File: config.mk
export PLATFORM = sky130hd
export DESIGN_NAME = timed_message_queue_flat
export DESIGN_NICKNAME = d
export VERILOG_FILES = /design/src/rtl/tmq_pkg.sv /design/src/rtl/tmq_if.sv /design/src/rtl/tmq_ram.sv /design/src/rtl/timed_message_queue.sv /design/src/flat_wrapper.sv
export SDC_FILE = /design/constraint.sdc
export NUM_CORES = 2
export LEC_CHECK = 0
export BUFFER_PORTS_ARGS = -buffer_cell sky130_fd_sc_hd__buf_2
export CORE_UTILIZATION = 35
export DETAILED_ROUTE_END_ITERATION = 10
export PLACE_DENSITY = 0.51
export SYNTH_ARGS = -nofsm -noshare
export SYNTH_HDL_FRONTEND = slang
export SYNTH_SLANG_ARGS = --single-unit
File: constraint.sdc
create_clock -name clk -period 11.3 [get_ports clk]
set_clock_uncertainty 0.2 [all_clocks]
set_input_delay 0.565 -clock clk [delete_from_list [all_inputs] [get_ports clk]]
set_output_delay 0.565 -clock clk [all_outputs]
set_load 0.02 [all_outputs]
File: src/rtl/tmq_pkg.sv
// ----------------------------------------------------------------------------
// tmq_pkg
// shared constants and codes for the timed message queue
// ----------------------------------------------------------------------------
`default_nettype none
package tmq_pkg;
  localparam int QUEUE_DEPTH  = 16;
  localparam int HANDLER_BITS = 8;
  localparam int TIME_W       = 63;
  localparam int DELAY_W      = 32;
  localparam int WHAT_W       = 32;
  localparam int ARG_W        = 64;
  localparam int MS_W         = 10;
  localparam int PROD_W       = DELAY_W + MS_W;
  localparam logic [MS_W-1:0]   MS_TO_US = MS_W'(1000);
  localparam logic [TIME_W-1:0] TIME_MAX = {TIME_W{1'b1}};

  typedef enum logic [1:0] {
    KIND_POST   = 2'd0,
    KIND_POLL   = 2'd1,
    KIND_REMOVE = 2'd2
  } kind_t;

  typedef enum logic [2:0] {
    ST_OK         = 3'd0,
    ST_NOTHING    = 3'd1,
    ST_FULL       = 3'd2,
    ST_STOPPED    = 3'd3,
    ST_NO_HANDLER = 3'd4
  } status_t;
endpackage
`default_nettype wire

File: src/rtl/tmq_if.sv
// ----------------------------------------------------------------------------
// tmq_if
// request and response channels of the timed message queue
// ----------------------------------------------------------------------------
`default_nettype none
interface tmq_req_if #(
  parameter int HANDLER_BITS = tmq_pkg::HANDLER_BITS
);
  logic                         valid;
  logic                         ready;
  logic [1:0]                   kind;
  logic [tmq_pkg::TIME_W-1:0]   now_us;
  logic [tmq_pkg::DELAY_W-1:0]  delay_ms;
  logic [HANDLER_BITS-1:0]      handler_id;
  logic signed [tmq_pkg::WHAT_W-1:0] what;
  logic [tmq_pkg::ARG_W-1:0]    argument;
  modport source (output valid, kind, now_us, delay_ms, handler_id, what, argument,
                  input ready);
  modport sink (input valid, kind, now_us, delay_ms, handler_id, what, argument,
                output ready);
endinterface

interface tmq_rsp_if #(
  parameter int HANDLER_BITS = tmq_pkg::HANDLER_BITS,
  parameter int CNT_W        = 5
);
  logic                         valid;
  logic                         ready;
  logic [2:0]                   status;
  logic [HANDLER_BITS-1:0]      out_handler;
  logic signed [tmq_pkg::WHAT_W-1:0] out_what;
  logic [tmq_pkg::ARG_W-1:0]    out_argument;
  logic [CNT_W-1:0]             removed_count;
  logic [CNT_W-1:0]             pending_count;
  modport source (output valid, status, out_handler, out_what, out_argument,
                  removed_count, pending_count, input ready);
  modport sink (input valid, status, out_handler, out_what, out_argument,
                removed_count, pending_count, output ready);
endinterface
`default_nettype wire

File: src/rtl/tmq_ram.sv
// ----------------------------------------------------------------------------
// tmq_ram
// simple dual-port ram, one write port, one registered read port
// ----------------------------------------------------------------------------
`default_nettype none
module tmq_ram #(
  parameter int WIDTH = 8,
  parameter int DEPTH = 16
) (
  input  wire logic                     clk,
  input  wire logic                     we,
  input  wire logic [$clog2(DEPTH)-1:0] waddr,
  input  wire logic [WIDTH-1:0]         wdata,
  input  wire logic [$clog2(DEPTH)-1:0] raddr,
  output logic      [WIDTH-1:0]         rdata
);
  logic [WIDTH-1:0] mem [DEPTH];

  always_ff @(posedge clk) begin
    if (we) begin
      mem[waddr] <= wdata;
    end
    rdata <= mem[raddr];
  end
endmodule
`default_nettype wire

File: src/rtl/timed_message_queue.sv
// poll reads the head entry, remove walks every queued entry, post walks each entry
// with a later due time; words answered at once (rejected, stopped, empty queue,
// unused kind) go straight to the response register
// throughput: one word at a time; the entry ram walk sets the rate
// reset: synchronous, clears count, head pointer, stopped and response valid
// ----------------------------------------------------------------------------
// timed_message_queue
// due-time sorted message queue held in a circular entry ram
// ----------------------------------------------------------------------------
`default_nettype none
module timed_message_queue #(
  parameter int QUEUE_DEPTH  = tmq_pkg::QUEUE_DEPTH,
  parameter int HANDLER_BITS = tmq_pkg::HANDLER_BITS,
  parameter int CNT_W        = $clog2(QUEUE_DEPTH + 1)
) (
  input  wire logic clk,
  input  wire logic rst,
  input  wire logic cfg_we,
  input  wire logic cfg_wdata,
  tmq_req_if.sink   req,
  tmq_rsp_if.source rsp
);
  localparam int IDX_W = $clog2(QUEUE_DEPTH);
  localparam int TW    = tmq_pkg::TIME_W;
  localparam int ENT_W = TW + HANDLER_BITS + tmq_pkg::WHAT_W + tmq_pkg::ARG_W;

  typedef struct packed {
    logic [TW-1:0]               due;
    logic [HANDLER_BITS-1:0]     handler;
    logic [tmq_pkg::WHAT_W-1:0]  what;
    logic [tmq_pkg::ARG_W-1:0]   arg;
  } entry_t;

  typedef enum logic [3:0] {
    S_IDLE, S_DUE, S_SCAN, S_CMP, S_POLL, S_RRD, S_RCHK, S_RESP
  } state_t;

  state_t                      state;
  logic                        stopped;
  logic [CNT_W-1:0]            count;
  logic [IDX_W-1:0]            head;
  logic [CNT_W-1:0]            pos;
  logic [CNT_W-1:0]            wpos;
  logic [TW-1:0]               now;
  logic [tmq_pkg::PROD_W-1:0]  prod;
  entry_t                      item;
  logic [2:0]                  status;
  entry_t                      res;
  logic [CNT_W-1:0]            removed;
  logic [TW:0]                 sum;

  logic                        we;
  logic [IDX_W-1:0]            waddr;
  logic [IDX_W-1:0]            raddr;
  entry_t                      wdata;
  logic [ENT_W-1:0]            rdata;
  entry_t                      rd;

  function automatic logic [IDX_W-1:0] phys(input logic [IDX_W-1:0] h,
                                            input logic [CNT_W-1:0] l);
    logic [CNT_W:0] s;
    s = (CNT_W+1)'(h) + (CNT_W+1)'(l);
    if (s >= (CNT_W+1)'(QUEUE_DEPTH)) begin
      s = s - (CNT_W+1)'(QUEUE_DEPTH);
    end
    return s[IDX_W-1:0];
  endfunction

  assign rd  = entry_t'(rdata);
  assign sum = (TW+1)'(now) + (TW+1)'(prod);

  always_comb begin
    we    = 1'b0;
    waddr = phys(head, pos);
    wdata = item;
    raddr = head;
    case (state)
      S_SCAN: begin
        raddr = phys(head, pos - CNT_W'(1));
        we    = (pos == '0);
      end
      S_CMP: begin
        we = 1'b1;
        if (rd.due > item.due) begin
          wdata = rd;
        end
      end
      S_RRD: begin
        raddr = phys(head, pos);
      end
      S_RCHK: begin
        waddr = phys(head, wpos);
        wdata = rd;
        we    = !(rd.handler == item.handler && rd.what == item.what);
      end
      default: begin
      end
    endcase
  end

  tmq_ram #(.WIDTH(ENT_W), .DEPTH(QUEUE_DEPTH)) u_ram (
    .clk   (clk),
    .we    (we),
    .waddr (waddr),
    .wdata (wdata),
    .raddr (raddr),
    .rdata (rdata)
  );

  assign req.ready = (state == S_IDLE);

  always_ff @(posedge clk) begin
    if (rst) begin
      state     <= S_IDLE;
      stopped   <= 1'b0;
      count     <= '0;
      head      <= '0;
      rsp.valid <= 1'b0;
    end else begin
      if (cfg_we) begin
        stopped <= cfg_wdata;
      end
      if (rsp.valid && rsp.ready && state != S_RESP) begin
        rsp.valid <= 1'b0;
      end
      case (state)
        S_IDLE: begin
          if (req.valid) begin
            now          <= req.now_us;
            item.handler <= req.handler_id;
            item.what    <= req.what;
            item.arg     <= req.argument;
            res          <= '0;
            removed      <= '0;
            status       <= tmq_pkg::ST_OK;
            pos          <= '0;
            wpos         <= '0;
            prod         <= tmq_pkg::PROD_W'(req.delay_ms) *
                            tmq_pkg::PROD_W'(tmq_pkg::MS_TO_US);
            state        <= S_RESP;
            case (req.kind)
              tmq_pkg::KIND_POST: begin
                if (req.handler_id == '0) begin
                  status <= tmq_pkg::ST_NO_HANDLER;
                end else if (stopped) begin
                  status <= tmq_pkg::ST_STOPPED;
                end else if (count == CNT_W'(QUEUE_DEPTH)) begin
                  status <= tmq_pkg::ST_FULL;
                end else begin
                  state <= S_DUE;
                end
              end
              tmq_pkg::KIND_POLL: begin
                if (stopped) begin
                  status <= tmq_pkg::ST_STOPPED;
                end else if (count == '0) begin
                  status <= tmq_pkg::ST_NOTHING;
                end else begin
                  state <= S_POLL;
                end
              end
              tmq_pkg::KIND_REMOVE: begin
                if (stopped) begin
                  status <= tmq_pkg::ST_STOPPED;
                end else begin
                  state <= S_RRD;
                end
              end
              default: begin
              end
            endcase
          end
        end
        S_DUE: begin
          item.due <= sum[TW] ? tmq_pkg::TIME_MAX : sum[TW-1:0];
          pos      <= count;
          state    <= S_SCAN;
        end
        S_SCAN: begin
          if (pos == '0) begin
            count <= count + CNT_W'(1);
            state <= S_RESP;
          end else begin
            state <= S_CMP;
          end
        end
        S_CMP: begin
          if (rd.due > item.due) begin
            pos   <= pos - CNT_W'(1);
            state <= S_SCAN;
          end else begin
            count <= count + CNT_W'(1);
            state <= S_RESP;
          end
        end
        S_POLL: begin
          if (now >= rd.due) begin
            res   <= rd;
            head  <= phys(head, CNT_W'(1));
            count <= count - CNT_W'(1);
          end else begin
            status <= tmq_pkg::ST_NOTHING;
          end
          state <= S_RESP;
        end
        S_RRD: begin
          if (pos == count) begin
            removed <= count - wpos;
            count   <= wpos;
            state   <= S_RESP;
          end else begin
            state <= S_RCHK;
          end
        end
        S_RCHK: begin
          if (we) begin
            wpos <= wpos + CNT_W'(1);
          end
          pos   <= pos + CNT_W'(1);
          state <= S_RRD;
        end
        S_RESP: begin
          if (!rsp.valid || rsp.ready) begin
            rsp.valid         <= 1'b1;
            rsp.status        <= status;
            rsp.out_handler   <= res.handler;
            rsp.out_what      <= res.what;
            rsp.out_argument  <= res.arg;
            rsp.removed_count <= removed;
            rsp.pending_count <= count;
            state             <= S_IDLE;
          end
        end
        default: begin
          state <= S_IDLE;
        end
      endcase
    end
  end
endmodule
`default_nettype wire

File: src/flat_wrapper.sv
// flat-port wrapper written by rule: the top's interface ports become plain ports
module timed_message_queue_flat 
#(
  parameter int QUEUE_DEPTH  = tmq_pkg::QUEUE_DEPTH,
  parameter int HANDLER_BITS = tmq_pkg::HANDLER_BITS,
  parameter int CNT_W        = $clog2(QUEUE_DEPTH + 1)
)
  (clk, rst, cfg_we, cfg_wdata, req_valid, req_kind, req_now_us, req_delay_ms, req_handler_id, req_what, req_argument, req_ready, rsp_valid, rsp_status, rsp_out_handler, rsp_out_what, rsp_out_argument, rsp_removed_count, rsp_pending_count, rsp_ready);
  tmq_req_if #(.HANDLER_BITS(HANDLER_BITS)) req_i ();
  tmq_rsp_if #(.HANDLER_BITS(HANDLER_BITS), .CNT_W(CNT_W)) rsp_i ();
  input  wire logic clk;
  input  wire logic rst;
  input  wire logic cfg_we;
  input  wire logic cfg_wdata;
  input wire logic [$bits(req_i.valid)-1:0] req_valid;
  input wire logic [$bits(req_i.kind)-1:0] req_kind;
  input wire logic [$bits(req_i.now_us)-1:0] req_now_us;
  input wire logic [$bits(req_i.delay_ms)-1:0] req_delay_ms;
  input wire logic [$bits(req_i.handler_id)-1:0] req_handler_id;
  input wire logic [$bits(req_i.what)-1:0] req_what;
  input wire logic [$bits(req_i.argument)-1:0] req_argument;
  output wire logic [$bits(req_i.ready)-1:0] req_ready;
  output wire logic [$bits(rsp_i.valid)-1:0] rsp_valid;
  output wire logic [$bits(rsp_i.status)-1:0] rsp_status;
  output wire logic [$bits(rsp_i.out_handler)-1:0] rsp_out_handler;
  output wire logic [$bits(rsp_i.out_what)-1:0] rsp_out_what;
  output wire logic [$bits(rsp_i.out_argument)-1:0] rsp_out_argument;
  output wire logic [$bits(rsp_i.removed_count)-1:0] rsp_removed_count;
  output wire logic [$bits(rsp_i.pending_count)-1:0] rsp_pending_count;
  input wire logic [$bits(rsp_i.ready)-1:0] rsp_ready;
  assign req_i.valid = req_valid;
  assign req_i.kind = req_kind;
  assign req_i.now_us = req_now_us;
  assign req_i.delay_ms = req_delay_ms;
  assign req_i.handler_id = req_handler_id;
  assign req_i.what = req_what;
  assign req_i.argument = req_argument;
  assign req_ready = req_i.ready;
  assign rsp_valid = rsp_i.valid;
  assign rsp_status = rsp_i.status;
  assign rsp_out_handler = rsp_i.out_handler;
  assign rsp_out_what = rsp_i.out_what;
  assign rsp_out_argument = rsp_i.out_argument;
  assign rsp_removed_count = rsp_i.removed_count;
  assign rsp_pending_count = rsp_i.pending_count;
  assign rsp_i.ready = rsp_ready;
  timed_message_queue #(.QUEUE_DEPTH(QUEUE_DEPTH), .HANDLER_BITS(HANDLER_BITS), .CNT_W(CNT_W)) u_core (.clk(clk), .rst(rst), .cfg_we(cfg_we), .cfg_wdata(cfg_wdata), .req(req_i), .rsp(rsp_i));
endmodule
Yosys cells after proc, flatten, opt, wreduce, memory -nomap -nowiden
Memory sizes are Yosys's and may differ from the RTL's. A register that Yosys moved wholly into a read port is not among the register bits.
Cells that the tools add are included.
Cells by class
  multiply operators: 1
  bitwise operators: 1
  multiplexer cells: 52
  equality and inequality tests: 23
  $lt $le $gt $ge: 6
  $add $sub $neg: 15
  reduce and logical (&&, ||, !) cells: 27
Operators by type and width (number)
  167-bit one-hot mux with 2 select lines: 1
  104-bit 2-to-1 mux: 2
  104-bit one-hot mux with 2 select lines: 1
  167-bit 2-to-1 mux: 1
  63-bit by 42-bit adder with 64-bit output: 1
  63-bit greater-or-equal comparator: 1
  63-bit > comparator: 1
  4-bit 2-to-1 mux: 10
  5-bit 2-to-1 mux: 8
  5-bit one-hot mux with 4 select lines: 2
  32-bit by 7-bit multiplier with 39-bit output (second input constant): 1
  32-bit == test: 1
  4-bit one-hot mux with 8 select lines: 1
  3-bit 2-to-1 mux: 8
  5-bit one-hot mux with 2 select lines: 2
  4-bit AND reduction: 5
  4-bit by 5-bit adder with 6-bit output: 3
  6-bit by 5-bit greater-or-equal comparator with 1-bit output (second input constant): 3
  4-bit by 3-bit == test with 1-bit output (second input constant): 4
  4-bit by 1-bit subtractor with 4-bit output (second input constant): 4
  5-bit by 1-bit adder with 5-bit output (second input constant): 3
  4-bit one-hot mux with 3 select lines: 1
  5-bit zero test: 2
  2-bit by 1-bit inequality test with 1-bit output (second input constant): 5
  other kinds (31): 54
Storage, ports and cells
  register bits: 523
  bits in writable memories: 2672
  bits of input ports: 207
  memories: 1
Memories
  u_core.u_ram.mem: words 16, width 167, rd ports 1, clocked after memory_dff 1, wr ports 1, line tmq_ram.sv:17  | logic [WIDTH-1:0] mem [DEPTH];

Logic depth before layout (Yosys ltp)
  word-level depth: 7
  mapped depth: 18
  depth with buffers taken out: 18

Hierarchy
From an unflattened synthesis, not the netlist that was laid out.
Second synthesis, totals
  cells, all modules: 6954
  area, all modules: 135939.1 µm²
By module, submodules not included
  tmq_ram: instances 1, cells an instance 4371, area an instance 103830.8 µm²
  timed_message_queue: instances 1, cells an instance 2583, area an instance 32108.3 µm²

Worst setup path after synthesis
OpenSTA, ideal clock, no wires.
  path kind: reg2reg
  from: register u_core.state[0]
  to: register u_core.item[0] (netlist bit), enable pin
  slack: 0.189 ns
  clock period less this slack: 11.111 ns
  data required time: 10.323 ns
  library setup time: 0.777 ns
  stages on the path, launching flop included: 6
  data arrival time: 10.134 ns
  path through: dfxtp_1 -> clkbuf_1 -> clkbuf_1 -> nor3_1 -> nand2_1 -> nor2_1
On the way
  word-level cells in the longest chain between the ends: 2
RTL lines
  from (decl): line timed_message_queue.sv:38  | state_t state;
  from (signal assigned): line timed_message_queue.sv:114  | state <= S_IDLE;
  from (signal assigned): line timed_message_queue.sv:140  | state <= S_RESP;
  from (signal assigned): line timed_message_queue.sv:150  | state <= S_DUE;
  4-bit zero test
  named net req_ready: line flat_wrapper.sv:22  | output wire logic [$bits(req_i.ready)-1:0] req_ready;
  3-bit AND reduction (no source line)
  to (decl): line timed_message_queue.sv:46  | entry_t item;
The timed path passes the listed nets, and every way through them passes these cells.
A chain may end at the register's enable or synchronous reset.

Final worst setup path
  from: register u_core.item[148] (netlist bit)
  to: memory u_core.u_ram.mem[6][119] (netlist bit), data pin
On the way
  word-level cells in the longest chain between the ends: 3
RTL lines
  63-bit > comparator: line timed_message_queue.sv:84  | if (rd.due > item.due) begin
  167-bit 2-to-1 mux: line timed_message_queue.sv:84
  167-bit one-hot mux with 2 select lines: line timed_message_queue.sv:77  | case (state)
  named net u_core.u_ram.wdata[119]: line tmq_ram.sv:13  | input wire logic [WIDTH-1:0] wdata,
  to (decl): line tmq_ram.sv:17
The timed path passes the listed nets, and every way through them passes these cells.

==> results.md <==
* Postcts setup bufs at 0
* Fmax at 151 MHz
* Vias/cell at 5.24
* Clock-pin transition on the worst setup and hold timing paths at 0.06 ns
* Async S/R FF share, synth at 0%
* Crit path kind: register to register
* RSZ-0062 raised after global routing: no
* Gr usage total at 18.2%
* Nets at 7871
* Drt first pass iters at 6
* Area delta synth->final at 16.4%
* Top Family by Delay on Critical Path: compound AO/OA/AOI/OAI gates
* Predominant post-synthesis flop cell: edfxtp_1
* Pwr Total at 41.1 mW
* Max-cap violations at 0
* Routed Antenna Nets at 0
* # setup viols final at 0
* Hold depth at 3
* GR peak layer: met2
* Design Area, Final at 157000 um2
* Yosys warnings at 0
* CTS tree: done
* Number of global-route vias before repair at 69500
* RePlAce Congestion at 0.799
* Synth Cell Area at 135000 um2
* Tmin final at 6.63 ns
* Netlist cell types at 71
* DRC viols at 0
* Die Wd at 624 um
* Met1 usage at 24.7%
* Clock Tree Buf Depth at 4
* Critical Path End Type: register
* Chip height at 624 um
* Worst Path Max Fanout at 41
* Input/output buffers at 325
* Drt total wl at 360000 um
* CTS Buf Count at 363
* Met2 usage at 30.7%
* Die area at 389000 um2
* Antenna violations before repair at 23
* Slew margin rel. at 14.0%
* Post-placement cell area at 143000 um2
* CTS Root Cell: clkbuf_16
* HPWL after DPL at 195000 um
* FF-to-FF path depth at 13
* Syn nets at 7155
* Element type at the critical path start: register
* Largest net degree at the start of global routing at 132
* Grt ovf at 0
* Worst Hold Class: input pin to register
* Core area at 383000 um2
* Syn_area_per_cell at 20.7 um2
* Static Leakage at 53.6 nW
* Global-route met3 utilization at 2.50%
* Clock sinks at 3361
* Yosys reg bits at 3361
* Starting DRT DRC Count at 6137
* Multi-input logic area at 34000 um2
* I/O Pins at 326
* Num rows at 227
* Setup TNS at 0 ns
* Critical path's slowest cell: mux2i_1
* Worst Path Arrival at 6.96 ns
* Peak supply drop at 318 uV
* Fin crit share at 58.7%
* Critical path's largest stage delay at 1.07 ns
* Final hold vios at 0
* Post-Syn Instances at 6549
* Via Count at 66200
* Routed WL per cell at 28.5 um
* Power Density at 261 nW/um2
* Critical-path cell list: inv_1 > ha_1 > a21oi_1 > o21ai_0 > a221o_1 > o21ai_0 > o2111ai_1 > o21ai_1 > nor2_1 > o21ai_4 > buf_4 > buf_4 > mux2i_1
* CP Buf/Inv Count at 3
* H-tree depth at 5
* Sequential-to-total area share from yosys stat at 73.3%
* Most frequent cells in the layout: edfxtp_1, mux4_2, clkbuf_16
* Effective utilization at floorplan at 35.3%
* Register Area at 99100 um2
* Filler instances at 33800
* WP data required at 11.63 ns
* Layout cells sized above 1 at 26.1%
* Commonest non-fill, non-tap cell in the layout: edfxtp_1
* Status: completed
* Worst slew pin tran at 1.28 ns
* Worst hold slack at 0.0987 ns
* Latest clock arrival within the worst-skew pair at 0.95 ns
* EDFF count, synth at 3180
* Max Slew Vio Count at 0
* First-pass GRT wire length at 512000 um
* Stages on worst setup path at 13
-- cells in the mapped netlist (14+ instances only) --
cell type	number	share of area (%)
a211oi_1	16	0.089
a21o_1	49	0.27
a21oi_1	136	0.50
a31oi_1	14	0.065
and3_1	127	0.59
buf_1	39	0.11
buf_2	92	0.34
clkbuf_1	127	0.35
dfxtp_1	181	2.7
edfxtp_1	3180	71
fa_1	124	1.8
ha_1	275	2.5
inv_1	335	0.93
mux2_2	114	0.95
mux2i_1	68	0.50
mux4_2	835	14
nand2_1	145	0.40
nand2b_1	17	0.079
nand3_1	55	0.20
nand4_1	38	0.18
nor2_1	115	0.32
nor2b_1	14	0.065
nor3_1	25	0.093
nor4_1	18	0.083
o21a_1	17	0.094
o21ai_0	84	0.31
xnor2_1	64	0.41
xor2_1	77	0.50
-- what timing repair did --
item,CTS,global route
hold buffers,178,0
resized for setup,0,0
endpoints found under the hold margin,185,0
-- flip-flops by register name, summed over array words and instances, names as in the netlist, 8 cells and up --
register                 count
u_core.u_ram.mem          2672
u_core.item                167
u_core.now                  63
u_core.prod                 39
u_core.res                 104
u_core.rsp.out_argument     64
u_core.rsp.out_handler       8
u_core.u_ram.rdata         167
u_core.rsp.out_what         32
-- per-stage QoR --
step	cells	utilization, %	setup slack [ns]
2_1_floorplan	6549	-	0.189
5_1_grt	12600	41.1	4.18
3_5_place_dp	11800	37.4	4.54
4_1_cts	12600	41.1	4.45
3_3_place_gp	11800	37.4	4.58
6_report	12600	41.1	4.67
-- tightest hold or removal path: stages --
cell and delay (ns):
buf_2 0.15, ha_1 0.19, fa_1 0.17
-- cells by family after synthesis --
group / count (synthesis) / synth area share, %
AO/OA/AOI/OAI: 420 / 1.97
XOR/XNOR: 141 / 0.913
adder cells (fa/ha/maj): 399 / 4.38
buffers and inverters: 600 / 1.78
flip-flops: 3361 / 73.3
multiplexers: 1017 / 15.4
AND/OR/NAND/NOR: 611 / 2.32
-- routing by layer --
layer,routed length (um),part of all wire [%]
met1,153000,42
met2,178000,50
met3,18600,5.2
met4,10100,2.8
met5,27,0.0075
-- power by group --
| group | internal [mW] | switching (mW) | leakage, nW | total, mW |
|---|---|---|---|---|
| logic | 5.69 | 6.99 | 17.4 | 12.7 |
| registers | 15.7 | 0.625 | 30.2 | 16.3 |
| clock network | 7.19 | 4.96 | 5.97 | 12.1 |
-- final timing paths --
check	from	to	slack (ns)
worst max register to register	u_core.item[148]	u_core.u_ram.mem[6][119]	4.67
worst min-delay path	req_delay_ms[4]	u_core.prod[7]	0.1
worst min register to register	u_core.res[11]	u_core.rsp.out_argument[11]	0.20
worst max-delay path	u_core.item[148]	u_core.u_ram.mem[6][119]	4.67
-- cell type report --
class | instances | area share, %
timing repair buffer | 616 | 2.93
antenna | 9 | 0.0143
clock buffer | 469 | 6.21
tap | 5038 | 4.00
clock inverter | 202 | 1.53
sequential | 3361 | 62.9
inverter | 335 | 0.800
multi-input combinational | 2588 | 21.6
Power figures use the tool's default switching activity.
